**src/bdq_pkg.sv**
```systemverilog
package bdq_pkg;

  localparam int unsigned ListDepth = 16;
  localparam int unsigned IdxW = (ListDepth > 1) ? $clog2(ListDepth) : 1;
  localparam int unsigned CntW = $clog2(ListDepth + 1);
  localparam int unsigned ResultLimit = 16;
  localparam int unsigned PosW = 4;
  localparam int unsigned RlimW = $clog2(ResultLimit + 1);

  typedef enum logic [2:0] {
    CMD_APPEND   = 3'd0,
    CMD_POP_HEAD = 3'd1,
    CMD_POP_TAIL = 3'd2,
    CMD_SEARCH   = 3'd3,
    CMD_PRODUCT  = 3'd4,
    CMD_DUMP     = 3'd5
  } cmd_e;

  typedef enum logic [2:0] {
    ST_OK       = 3'd0,
    ST_EMPTY    = 3'd1,
    ST_FULL     = 3'd2,
    ST_ZERO_DIV = 3'd3,
    ST_NOTFOUND = 3'd4
  } status_e;

  typedef struct packed {
    logic [2:0]         cmd;
    logic signed [31:0] item_value;
    logic signed [31:0] search_key;
    logic signed [31:0] divisor;
  } in_beat_t;

  typedef struct packed {
    logic [2:0]         status;
    logic [3:0]         position;
    logic signed [31:0] result_value;
    logic               last;
  } out_beat_t;

  typedef enum logic [3:0] {
    FSM_IDLE,
    FSM_RD,
    FSM_WAIT,
    FSM_EVAL,
    FSM_DIV,
    FSM_MUL,
    FSM_EMIT,
    FSM_FINAL
  } fsm_e;

  typedef struct packed {
    logic        start;
    logic [31:0] dividend;
    logic [31:0] divisor;
  } div_req_t;

  typedef struct packed {
    logic busy;
    logic done;
    logic zero_rem;
  } div_rsp_t;

endpackage

```
**src/bdq_divider.sv**
```systemverilog
module bdq_divider (
  input  logic              clk_i,
  input  logic              rst_ni,
  input  bdq_pkg::div_req_t req_i,
  output bdq_pkg::div_rsp_t rsp_o
);

  logic [31:0] num_q, num_d;
  logic [31:0] den_q, den_d;
  logic [32:0] rem_q, rem_d;
  logic [5:0]  cnt_q, cnt_d;
  logic        busy_q, busy_d;
  logic        done_q, done_d;
  logic [32:0] shifted;

  // restoring division of magnitudes, one quotient bit per cycle
  always_comb begin
    num_d   = num_q;
    den_d   = den_q;
    rem_d   = rem_q;
    cnt_d   = cnt_q;
    busy_d  = busy_q;
    done_d  = 1'b0;
    shifted = {rem_q[31:0], num_q[31]};
    if (req_i.start) begin
      num_d  = req_i.dividend;
      den_d  = req_i.divisor;
      rem_d  = '0;
      cnt_d  = 6'd32;
      busy_d = 1'b1;
    end else if (busy_q) begin
      num_d = {num_q[30:0], 1'b0};
      if (shifted >= {1'b0, den_q}) begin
        rem_d = shifted - {1'b0, den_q};
      end else begin
        rem_d = shifted;
      end
      cnt_d = cnt_q - 6'd1;
      if (cnt_q == 6'd1) begin
        busy_d = 1'b0;
        done_d = 1'b1;
      end
    end
  end

  always_ff @(posedge clk_i or negedge rst_ni) begin
    if (!rst_ni) begin
      busy_q <= 1'b0;
      done_q <= 1'b0;
      cnt_q  <= '0;
    end else begin
      busy_q <= busy_d;
      done_q <= done_d;
      cnt_q  <= cnt_d;
    end
  end

  always_ff @(posedge clk_i) begin
    num_q <= num_d;
    den_q <= den_d;
    rem_q <= rem_d;
  end

  assign rsp_o.busy     = busy_q;
  assign rsp_o.done     = done_q;
  assign rsp_o.zero_rem = (rem_q == '0);

`ifndef ASSERT_OFF
  a_done_after_busy: assert property (@(posedge clk_i) disable iff (!rst_ni)
    done_q |-> $past(busy_q)) else $error("done without busy");
  a_no_start_busy: assert property (@(posedge clk_i) disable iff (!rst_ni)
    busy_q |-> !req_i.start) else $error("restart while busy");
  a_done_clears: assert property (@(posedge clk_i) disable iff (!rst_ni)
    done_q |-> !busy_q) else $error("done while busy");
`endif

endmodule

```
**src/bounded_deque_search_engine.sv**
```systemverilog
// Bounded deque of signed 32-bit words with search, product and dump.
// Input channel: in_valid_i / in_stall_o carry one command beat (in_beat_i).
// Output channel: out_valid_o / out_stall_i carry result beats (out_beat_o);
// last marks the final result of a command.
// Elements sit in a 16-entry ring memory with a registered read port.
// One command is handled at a time; in_stall_o is high while busy.
// Append / removals pass RD, WAIT and FINAL; the result is registered in FINAL
// and the next command is taken once the engine is back in IDLE.
// Search and dump walk each entry through RD, WAIT, EVAL and EMIT; each hit is sent one
// hit late so that last can be set on the final one.
// Product: each entry passes RD, WAIT and DIV (the remainder unit), then MUL, a
// multiply step, when the divisor divides it.
// The remainder unit, one bit per cycle, sets the product rate.
// A stalled result holds in the output register; the walk waits for it.
// Reset clears the front pointer, the count and the handshake state;
// the memory is not cleared, only written slots are ever read.
module bounded_deque_search_engine (
  input  logic                clk_i,
  input  logic                rst_ni,
  input  logic                in_valid_i,
  output logic                in_stall_o,
  input  bdq_pkg::in_beat_t   in_beat_i,
  output logic                out_valid_o,
  input  logic                out_stall_i,
  output bdq_pkg::out_beat_t  out_beat_o
);

  localparam int unsigned IW = bdq_pkg::IdxW;
  localparam int unsigned CW = bdq_pkg::CntW;

  bdq_pkg::fsm_e     state_q, state_d;
  bdq_pkg::in_beat_t cmd_q, cmd_d;
  logic [IW-1:0]     front_q, front_d;
  logic [CW-1:0]     count_q, count_d;
  logic [CW-1:0]     idx_q, idx_d;
  logic [bdq_pkg::RlimW-1:0] nres_q, nres_d;
  logic [31:0]       prod_q, prod_d;
  logic [31:0]       elem_q, elem_d;
  logic              ovalid_q, ovalid_d;
  bdq_pkg::out_beat_t obeat_q, obeat_d;

  logic [31:0]       mem [bdq_pkg::ListDepth];
  logic [31:0]       rdata_q;
  logic              we;
  logic [IW-1:0]     waddr, raddr;
  logic [31:0]       wdata;

  bdq_pkg::div_req_t div_req;
  bdq_pkg::div_rsp_t div_rsp;

  bdq_divider u_div (
    .clk_i (clk_i),
    .rst_ni(rst_ni),
    .req_i (div_req),
    .rsp_o (div_rsp)
  );

  function automatic logic [IW-1:0] slot(input logic [IW-1:0] f,
                                         input logic [CW-1:0] i);
    logic [CW:0] s;
    s = {1'b0, {(CW-IW){1'b0}}, f} + {1'b0, i};
    if (s >= (CW+1)'(bdq_pkg::ListDepth)) begin
      s = s - (CW+1)'(bdq_pkg::ListDepth);
    end
    return s[IW-1:0];
  endfunction

  function automatic logic [31:0] mag(input logic [31:0] v);
    return v[31] ? (32'd0 - v) : v;
  endfunction

  always_ff @(posedge clk_i) begin
    if (we) begin
      mem[waddr] <= wdata;
    end
    rdata_q <= mem[raddr];
  end

  logic out_free;
  assign out_free = !ovalid_q || !out_stall_i;

  assign in_stall_o = (state_q != bdq_pkg::FSM_IDLE);

  logic [31:0] mul_full;
  assign mul_full = prod_q * elem_q;

  // next state
  always_comb begin
    bdq_pkg::cmd_e c;
    state_d = state_q;
    c = bdq_pkg::cmd_e'(cmd_q.cmd);
    case (state_q)
      bdq_pkg::FSM_IDLE: begin
        if (in_valid_i) begin
          case (bdq_pkg::cmd_e'(in_beat_i.cmd))
            bdq_pkg::CMD_APPEND, bdq_pkg::CMD_POP_HEAD, bdq_pkg::CMD_POP_TAIL:
              state_d = bdq_pkg::FSM_RD;
            bdq_pkg::CMD_SEARCH, bdq_pkg::CMD_PRODUCT, bdq_pkg::CMD_DUMP:
              state_d = bdq_pkg::FSM_RD;
            default: state_d = bdq_pkg::FSM_IDLE;
          endcase
        end
      end
      bdq_pkg::FSM_RD: begin
        case (c)
          bdq_pkg::CMD_APPEND, bdq_pkg::CMD_POP_HEAD, bdq_pkg::CMD_POP_TAIL:
            state_d = bdq_pkg::FSM_WAIT;
          bdq_pkg::CMD_PRODUCT:
            if (cmd_q.divisor == '0 || idx_q >= count_q) state_d = bdq_pkg::FSM_FINAL;
            else state_d = bdq_pkg::FSM_WAIT;
          default:
            if (idx_q >= count_q || nres_q == bdq_pkg::RlimW'(bdq_pkg::ResultLimit))
              state_d = bdq_pkg::FSM_FINAL;
            else state_d = bdq_pkg::FSM_WAIT;
        endcase
      end
      bdq_pkg::FSM_WAIT: begin
        case (c)
          bdq_pkg::CMD_APPEND, bdq_pkg::CMD_POP_HEAD, bdq_pkg::CMD_POP_TAIL:
            state_d = bdq_pkg::FSM_FINAL;
          bdq_pkg::CMD_PRODUCT: state_d = bdq_pkg::FSM_DIV;
          default: state_d = bdq_pkg::FSM_EVAL;
        endcase
      end
      bdq_pkg::FSM_EVAL: state_d = bdq_pkg::FSM_EMIT;
      bdq_pkg::FSM_DIV: begin
        if (div_rsp.done) state_d = div_rsp.zero_rem ? bdq_pkg::FSM_MUL : bdq_pkg::FSM_RD;
      end
      bdq_pkg::FSM_MUL: state_d = bdq_pkg::FSM_RD;
      bdq_pkg::FSM_EMIT: if (out_free) state_d = bdq_pkg::FSM_RD;
      bdq_pkg::FSM_FINAL: if (out_free) state_d = bdq_pkg::FSM_IDLE;
      default: state_d = bdq_pkg::FSM_IDLE;
    endcase
  end

  // datapath and outputs
  always_comb begin
    bdq_pkg::cmd_e c;
    logic          match;
    logic          more;
    logic [CW-1:0] nxt;
    cmd_d    = cmd_q;
    front_d  = front_q;
    count_d  = count_q;
    idx_d    = idx_q;
    nres_d   = nres_q;
    prod_d   = prod_q;
    elem_d   = elem_q;
    ovalid_d = ovalid_q && out_stall_i;
    obeat_d  = obeat_q;
    we       = 1'b0;
    waddr    = slot(front_q, count_q);
    wdata    = cmd_q.item_value;
    raddr    = slot(front_q, idx_q);
    div_req  = '{start: 1'b0, dividend: mag(rdata_q), divisor: mag(cmd_q.divisor)};
    c        = bdq_pkg::cmd_e'(cmd_q.cmd);
    match    = 1'b0;
    nxt      = idx_q + CW'(1);
    more     = 1'b0;
    case (state_q)
      bdq_pkg::FSM_IDLE: begin
        if (in_valid_i) begin
          cmd_d  = in_beat_i;
          idx_d  = '0;
          nres_d = '0;
          prod_d = 32'd1;
          if (bdq_pkg::cmd_e'(in_beat_i.cmd) == bdq_pkg::CMD_POP_TAIL) begin
            idx_d = count_q - CW'(1);
          end
        end
      end
      bdq_pkg::FSM_WAIT: begin
        if (c == bdq_pkg::CMD_PRODUCT) div_req.start = 1'b1;
      end
      bdq_pkg::FSM_EVAL: elem_d = rdata_q;
      bdq_pkg::FSM_DIV: begin
        elem_d = rdata_q;
        if (div_rsp.done) idx_d = nxt;
      end
      bdq_pkg::FSM_MUL: prod_d = mul_full;
      bdq_pkg::FSM_EMIT: begin
        match = (c == bdq_pkg::CMD_DUMP) || (elem_q == cmd_q.search_key);
        if (out_free) begin
          if (match) begin
            more = (nxt < count_q) &&
                   (nres_q + 1'b1 != bdq_pkg::RlimW'(bdq_pkg::ResultLimit));
            if (c == bdq_pkg::CMD_DUMP && nxt < count_q &&
                nres_q + 1'b1 == bdq_pkg::RlimW'(bdq_pkg::ResultLimit)) more = 1'b0;
            ovalid_d = 1'b1;
            obeat_d.status       = bdq_pkg::ST_OK;
            obeat_d.position     = idx_q[bdq_pkg::PosW-1:0];
            obeat_d.result_value = (c == bdq_pkg::CMD_DUMP) ? elem_q : cmd_q.search_key;
            obeat_d.last         = 1'b0;
            nres_d = nres_q + 1'b1;
          end
          idx_d = nxt;
          cmd_d.item_value = {31'd0, match};
        end
      end
      bdq_pkg::FSM_FINAL: begin
        if (out_free) begin
          ovalid_d = 1'b1;
          obeat_d.position     = '0;
          obeat_d.result_value = '0;
          obeat_d.last         = 1'b1;
          case (c)
            bdq_pkg::CMD_APPEND: begin
              if (count_q >= CW'(bdq_pkg::ListDepth)) begin
                obeat_d.status = bdq_pkg::ST_FULL;
              end else begin
                we = 1'b1;
                obeat_d.status       = bdq_pkg::ST_OK;
                obeat_d.position     = count_q[bdq_pkg::PosW-1:0];
                obeat_d.result_value = cmd_q.item_value;
                count_d = count_q + CW'(1);
              end
            end
            bdq_pkg::CMD_POP_HEAD, bdq_pkg::CMD_POP_TAIL: begin
              if (count_q == '0) begin
                obeat_d.status = bdq_pkg::ST_EMPTY;
              end else begin
                obeat_d.status       = bdq_pkg::ST_OK;
                obeat_d.result_value = rdata_q;
                count_d = count_q - CW'(1);
                if (c == bdq_pkg::CMD_POP_HEAD) front_d = slot(front_q, CW'(1));
                else obeat_d.position = idx_q[bdq_pkg::PosW-1:0];
              end
            end
            bdq_pkg::CMD_PRODUCT: begin
              if (cmd_q.divisor == '0) obeat_d.status = bdq_pkg::ST_ZERO_DIV;
              else begin
                obeat_d.status       = bdq_pkg::ST_OK;
                obeat_d.result_value = prod_q;
              end
            end
            default: begin
              // search / dump: close the stream or report nothing seen
              if (nres_q != '0) begin
                ovalid_d = 1'b0;
              end else begin
                obeat_d.status = (c == bdq_pkg::CMD_DUMP) ? bdq_pkg::ST_EMPTY
                                                          : bdq_pkg::ST_NOTFOUND;
              end
            end
          endcase
        end
      end
      default: ;
    endcase
    if (more) begin
      ovalid_d = 1'b1;
    end
  end

  // Search and dump hold their last hit until the walk ends, so last can be set.
  // Implemented by a one-beat delay register for streamed results.
  logic              hold_v_q, hold_v_d;
  bdq_pkg::out_beat_t hold_q, hold_d;
  logic              stream;
  logic              push, pop_fin;

  assign stream = (cmd_q.cmd == bdq_pkg::CMD_SEARCH) || (cmd_q.cmd == bdq_pkg::CMD_DUMP);
  assign push   = (state_q == bdq_pkg::FSM_EMIT) && out_free && cmd_d.item_value[0];
  assign pop_fin = (state_q == bdq_pkg::FSM_FINAL) && out_free && (nres_q != '0);

  bdq_pkg::out_beat_t oreg_d;
  logic               oreg_v_d;

  always_comb begin
    hold_v_d = hold_v_q;
    hold_d   = hold_q;
    oreg_d   = obeat_d;
    oreg_v_d = ovalid_d;
    if (stream && (state_q == bdq_pkg::FSM_EMIT || state_q == bdq_pkg::FSM_FINAL)) begin
      oreg_d   = obeat_q;
      oreg_v_d = ovalid_q && out_stall_i;
      if (push) begin
        hold_d   = obeat_d;
        hold_v_d = 1'b1;
        if (hold_v_q) begin
          oreg_d   = hold_q;
          oreg_v_d = 1'b1;
        end
      end else if (pop_fin) begin
        oreg_d      = hold_q;
        oreg_d.last = 1'b1;
        oreg_v_d    = 1'b1;
        hold_v_d    = 1'b0;
      end else if (state_q == bdq_pkg::FSM_FINAL) begin
        oreg_d   = obeat_d;
        oreg_v_d = ovalid_d;
      end
    end
  end

  always_ff @(posedge clk_i or negedge rst_ni) begin
    if (!rst_ni) begin
      state_q  <= bdq_pkg::FSM_IDLE;
      front_q  <= '0;
      count_q  <= '0;
      ovalid_q <= 1'b0;
      hold_v_q <= 1'b0;
      idx_q    <= '0;
      nres_q   <= '0;
    end else begin
      state_q  <= state_d;
      front_q  <= front_d;
      count_q  <= count_d;
      ovalid_q <= oreg_v_d;
      hold_v_q <= hold_v_d;
      idx_q    <= idx_d;
      nres_q   <= nres_d;
    end
  end

  always_ff @(posedge clk_i) begin
    cmd_q   <= cmd_d;
    prod_q  <= prod_d;
    elem_q  <= elem_d;
    obeat_q <= oreg_d;
    hold_q  <= hold_d;
  end

  assign out_valid_o = ovalid_q;
  assign out_beat_o  = obeat_q;

`ifndef ASSERT_OFF
  a_count_bound: assert property (@(posedge clk_i) disable iff (!rst_ni)
    count_q <= CW'(bdq_pkg::ListDepth)) else $error("count overflow");
  a_idle_no_hold: assert property (@(posedge clk_i) disable iff (!rst_ni)
    state_q == bdq_pkg::FSM_IDLE |-> !hold_v_q) else $error("hit left pending");
  a_count_stable_busy: assert property (@(posedge clk_i) disable iff (!rst_ni)
    (state_q != bdq_pkg::FSM_FINAL && state_q != bdq_pkg::FSM_IDLE) |=> $stable(count_q))
    else $error("count moved mid command");
  a_out_hold: assert property (@(posedge clk_i) disable iff (!rst_ni)
    out_valid_o && out_stall_i |=> out_valid_o && $stable(out_beat_o))
    else $error("stalled beat changed");
`endif

endmodule

```
**config.mk**
```make
export PLATFORM = sky130hd
export DESIGN_NAME = bounded_deque_search_engine
export DESIGN_NICKNAME = d
export VERILOG_FILES = /design/src/bdq_pkg.sv /design/src/bdq_divider.sv /design/src/bounded_deque_search_engine.sv
export SDC_FILE = /design/constraint.sdc
export NUM_CORES = 2
export LEC_CHECK = 0
export ABC_AREA = 1
export BUFFER_PORTS_ARGS = -buffer_cell sky130_fd_sc_hd__clkbuf_2
export CAP_MARGIN = 20
export CORE_MARGIN = 2
export CORE_UTILIZATION = 35
export CTS_BUF_LIST = sky130_fd_sc_hd__clkbuf_4 sky130_fd_sc_hd__clkbuf_8
export DETAILED_ROUTE_END_ITERATION = 12
export SYNTH_ARGS = -nofsm -noshare
export SYNTH_HDL_FRONTEND = slang
export SYNTH_SLANG_ARGS = --single-unit
```
**constraint.sdc**
```tcl
create_clock -name clk_i -period 16.1 [get_ports clk_i]
set_input_delay 2.415 -clock clk_i [delete_from_list [all_inputs] [get_ports clk_i]]
set_output_delay 2.415 -clock clk_i [all_outputs]
set_load 0.01 [all_outputs]
```
### Word level (Yosys, flattened, before mapping)

Memory sizes are Yosys's and may differ from the RTL's. A register that Yosys moved wholly into a read port is not among the register bits.
Cells that the tools add are included.

| cells by class | value |
|---|---|
| add/sub/neg operators | 14 |
| $mul | 1 |
| order comparisons | 7 |
| eq/ne operators | 31 |
| multiplexer cells | 92 |
| bitwise operators | 1 |
| reduce and logical (&&, ||, !) cells | 47 |

Operators by type and width:

| operator | number |
|---|---|
| two-way mux 40 bit | 8 |
| two-way mux 32 bit | 7 |
| one-hot mux 32 bit (2 select lines) | 2 |
| two-way mux 96 bit | 1 |
| one-hot mux 32 bit (3 select lines) | 1 |
| one-hot mux 40 bit (2 select lines) | 1 |
| two-way mux 36 bit | 2 |
| subtractor 1 x 32 -> 32 bit, first input constant | 2 |
| two-way mux 5 bit | 9 |
| >= comparator 33 x 32 -> 1 bit | 1 |
| logical NOT 33 bit | 1 |
| two-way mux 1 bit | 33 |
| two-way mux 33 bit | 1 |
| subtractor 33 x 32 -> 33 bit | 1 |
| equality test 32 bit | 1 |
| logical NOT 32 bit | 1 |
| multiplier 32 x 32 -> 32 bit | 1 |
| two-way mux 4 bit | 8 |
| one-hot mux 4 bit (8 select lines) | 1 |
| two-way mux 31 bit | 1 |
| one-hot mux 5 bit (2 select lines) | 2 |
| equality test 4 x 3 -> 1 bit, second input constant | 4 |
| adder 5 x 1 -> 5 bit, second input constant | 3 |
| two-way mux 3 bit | 5 |
| other kinds (47) | 96 |

| storage, ports and cells | value |
|---|---|
| flip-flop bits (word level) | 373 |
| RAM bits | 512 |
| input bits | 103 |
| output and inout port bits | 42 |
| logic and storage cells | 223 |
| memories | 1 |

Memory list:

| memory | words | width | read ports | clocked after memory_dff | wr ports | RTL line | RTL |
|---|---|---|---|---|---|---|---|
| mem | 16 | 32 | 1 | 1 | 1 | bounded_deque_search_engine.sv:42 | `logic [31:0] mem [bdq_pkg::ListDepth];` |

### Depth between registers and ports, before layout

| logic depth | value |
|---|---|
| depth in word-level cells | 13 |
| depth in mapped cells | 34 |
| mapped depth without buffers | 32 |

### By module

A second synthesis with hierarchy kept.

| second synthesis, totals | value |
|---|---|
| cell total of the unflattened synthesis | 6200 |
| area, all modules | 58721.3 um^2 |

Modules (own cells, without submodules):

| module | instances | cells an instance | area an instance (um^2) | sequential area each (um^2) |
|---|---|---|---|---|
| bounded_deque_search_engine | 1 | 5157 | 51607.0 | 23902.9 |
| bdq_divider | 1 | 1043 | 7114.3 | 2782.7 |

### Worst setup path before layout

OpenSTA, ideal clock, no wires.

| path | value |
|---|---|
| kind | reg2reg |
| from | reg elem_q[6] |
| to | reg prod_q[31], data pin |
| library setup time | 255 ps |
| data arrival time | 6377 ps |
| data required time | 15845 ps |
| setup slack | 9468 ps |
| stages on the path, launching flop included | 27 |
| path buffers | 2 |
| clock period less this slack | 6632 ps |
| cell sequence | edfxtp_1 clkbuf_1 buf_1 nand2_1 inv_1 fa_1 fa_1 fa_1 inv_1 fa_1 inv_1 fa_1 inv_1 fa_1 inv_1 fa_1 fa_1 ha_1 a21oi_1 o21ai_0 a21oi_1 nand3_1 a21o_1 a21oi_1 nand3_1 nand2_1 nor2_1 |

| between the ends | value |
|---|---|
| cells in the longest elaborated chain, start to end | 2 |

RTL lines:

| element | RTL line | RTL |
|---|---|---|
| start, declared | bounded_deque_search_engine.sv:38 | `logic [31:0] elem_q, elem_d;` |
| start signal, assigned | bounded_deque_search_engine.sv:319 | `elem_q <= elem_d;` |
| multiplier 32 x 32 -> 32 bit | bounded_deque_search_engine.sv:85 | `assign mul_full = prod_q * elem_q;` |
| one-hot mux 32 bit (2 select lines) | bounded_deque_search_engine.sv:160 | `case (state_q)` |
| end signal, assigned | bounded_deque_search_engine.sv:318 | `prod_q <= prod_d;` |
| end, declared | bounded_deque_search_engine.sv:37 | `logic [31:0] prod_q, prod_d;` |

Every way passes these cells.
A chain may end at the register's enable or synchronous reset.

### Worst setup path in the final report

| path | value |
|---|---|
| from | reg prod_q[17] |
| to | reg prod_q[31], data pin |

| between the ends | value |
|---|---|
| cells in the longest elaborated chain, start to end | 2 |

RTL lines:

| element | RTL line |
|---|---|
| multiplier 32 x 32 -> 32 bit | bounded_deque_search_engine.sv:85 |
| one-hot mux 32 bit (2 select lines) | bounded_deque_search_engine.sv:160 |

Every way passes these cells.

==> impl_metrics.yaml <==
synthesis:
  synth_mux_area_share_pct: 2.280
  synthCells: 5975
  synth_flop_cell: "edfxtp_1"
  synth_nets: 6666
  synthArstFlopShare_pct: 3.493
  ys_seq_elements: 916
  yosysWarnings: 0
  syn_area_um2: 57940
  synth_edf_count: 818
  synth_fa_ha_area_share_pct: 18.02
  yosysSeqAreaShare_pct: 46.06
  synth_compound_area_share_pct: 8.145
  syn_area_per_cell_um2: 9.697
  synth_commonest_cells: "nand2_1 (1403), inv_1 (1093), edfxtp_1 (818)"
  netlist.area_leader.share_pct: 42.39
  synth-xor-area-share_pct: 1.920
  yosysTopAreaCell: "edfxtp_1"
  synthSimpleGateAreaFrac_pct: 14.25
  synthDistinctLibCells: 62
  synth_top_family_by_area: "adder cells"
  yosysMostFrequentCell: "nand2_1"
  yosys-top-cells-area: "edfxtp_1 (42%), fa_1 (14%), nand2_1 (9.1%), inv_1 (7.1%), ha_1 (3.8%)"
detailed_routing:
  drt-pass1-iter-count: 8
  via_count: 42452
  drt_iter0_drc: 4584
  ant_nets: 0
  drc: 0
  wl_per_cell_um: 20.77
  viasPerCell: 5.056
  wirelength_um: 174400
critical_path:
  cpPeakStageDelay_ns: 0.93
  arrival_ns: 8.04
  cp-end-kind: "flop"
  regToRegSetupSlack_ns: 8.69
  crit_slowest_cell: "edfxtp_1"
  cp_max_fo: 16
  cp_cell_sequence: "nand2_1 > fa_1 > fa_1 > inv_1 > fa_1 > inv_1 > fa_1 > inv_1 > fa_1 > fa_1 > fa_1 > fa_1 > ha_1 > nand2_1 > nor2_1 > and3_1 > nand4_1 > nand3_1 > a21o_1 > a21oi_1 > a21oi_1 > nor2_1"
  cp_top_family: "adder cells"
  startpoint_type: "flop"
  reg2reg_to: "prod_q[31]"
  r2r_start: "prod_q[17]"
  crit_top_cell: "fa_1"
  path_class: "reg2reg"
  r2r_cells: 22
  required_ns: 16.73
  critPathBufInv: 3
placement:
  io_buffers: 144
  place_area_um2: 60980
  dpl.hpwl_um: 115800
  dp_cells: 8104
  routabilityCongestion: 0.9137
cts:
  clk_path_buf_depth: 3
  holdBufCountCts: 0
  cts.htree.levels: 4
  post_cts_resized: 0
  numCtsBuffers: 157
  post_cts_buffers: 0
  cts.clk_slew.worst_paths_ns: 0.06
  clk_root_buffer_cell: "clkbuf_8"
  insertion_delay_ns: 0.89
  cts.sinks: 916
  tritoncts: "built"
floorplanning:
  start_util_pct: 35.20
  die_x_um: 410.9
  design.core.area_um2: 164600
  chipHeight_um: 410.9
  dieArea_um2: 168800
  ios: 145
  fp-row-count: 149
timing:
  final_max_slew_viol_count: 0
  tns_ns: 0
  min_period_ns: 7.408
  fmax_ghz: 0.1350
  finalCritPeriodShare_pct: 46.01
  clock_skew_ns: 0.05472
  rsz0062_at_grt: "false"
  tightest_slew_ns: 1.130
  hold_violations: 0
  setup-violations-final: 0
  relSlewSlack_pct: 24.66
worst_hold_path:
  whs_endpoint: "u_div.den_q[0]"
  min_path_type: "reg2reg"
  min-delay-start: "cmd_q[0]"
  min_path_cells: 0
global_routing:
  grt_pass1_vias: 42338
  antenna_found_initial: 6
  gr-total-overflow: 0
  grt_pass1_wl_um: 263600
  grt_usage_pct: 20.67
  grt_max_degree: 91
final_layout:
  synthToLayoutAreaGrowth_pct: 10.99
  drive_above_1_share_pct: 9.526
  nets: 6765
  final_cell_area_um2: 64310
  instances_no_fill: 8397
flow_run:
  cap_violations: 0
status:
  status: "finished, final reports clean"
[layer usage]
metal / up-vias / GRT usage, % / share of wire [%]
met5: - / 0 / 0
met2: 1820 / 31.85 / 44
met3: 306 / 3.796 / 8.5
li1: 19483 / - / -
met4: 0 / 7.112 / 3.2
met1: 20843 / 29.20 / 44
[through the flow]
step	setup WS (ns)	hold slack, ns	util (%)
6_report	8.692	0.4574	39.07
5_1_grt	8.359	0.4829	39.06
4_1_cts	8.783	0.4665	39.06
3_5_place_dp	8.822	0.4566	37.05
3_3_place_gp	8.826	0.4455	37.05
2_1_floorplan	9.468	0.4264	-
[worst reg2reg max path, cell delays in order (launching register included)]
cell	delay [ns]
edfxtp_1	0.93
nand2_1	0.19
fa_1	0.55
fa_1	0.53
inv_1	0.07
fa_1	0.56
inv_1	0.07
fa_1	0.47
inv_1	0.05
fa_1	0.48
fa_1	0.56
fa_1	0.45
fa_1	0.47
ha_1	0.41
nand2_1	0.14
nor2_1	0.16
and3_1	0.22
nand4_1	0.14
nand3_1	0.21
a21o_1	0.22
a21oi_1	0.11
a21oi_1	0.13
nor2_1	0.06
[cell families after synthesis]
family,count (synthesis)
flops,916
buf+inv,1394
compound gates,828
simple gates,1990
xor+xnor,127
fa+ha+maj,588
mux,132
[placed cells by master (no fill, tap or decap), types with 40 or more instances in the layout]
master       n
xor2_1      64
mux2i_1    132
inv_1     1091
o211ai_1   105
clkbuf_8   164
buf_4       75
fa_1       410
nor2_1     193
clkbuf_4    56
o21ai_0    317
ha_1       176
nand2_1   1402
a21oi_1    262
dfxtp_1     66
nand3_1    202
xnor2_1     61
clkbuf_2   144
a31oi_1     47
edfxtp_1   818
nand3b_1    40
[layout make-up]
type / instances / area [um^2]
tap: 2189 / 2739
sequential: 916 / 26690
timing repair buffer: 219 / 1284
multi-input combinational: 3665 / 26090
clock buffer: 220 / 2678
fill: 16136 / 100300
inverter: 1115 / 4190
clock inverter: 69 / 635.6
antenna: 4 / 10.01
[sequential cells by signal, summed over array words and instances, names as in the netlist]
signal / cells
rdata_q: 32
u_div.num_q: 32
u_div.den_q: 32
wdata: 32
mem: 512
count_q: 5
u_div.cnt_q: 6
out_valid_o: 1
elem_q: 32
idx_q: 5
state_q: 3
u_div.busy_q: 1
hold_q: 40
nres_q: 5
u_div.done_q: 1
cmd_q: 67
u_div.rem_q: 33
front_q: 4
prod_q: 32
hold_v_q: 1
out_beat_o: 40
[worst max path at each step]
stage | startpoint | to | slack [ns] | cells after the start
2_1_floorplan | elem_q[6] | prod_q[31] | 9.47 | 26
3_3_place_gp | prod_q[17] | prod_q[31] | 8.83 | 22
3_5_place_dp | prod_q[17] | prod_q[31] | 8.82 | 22
4_1_cts | prod_q[17] | prod_q[31] | 8.78 | 22
5_1_grt | prod_q[12] | prod_q[31] | 8.36 | 24
6_report | prod_q[17] | prod_q[31] | 8.69 | 22
Power is left out: the tool's default activity adds up to more than one toggle a clock period on the data nets, which glitch-free logic cannot reach.
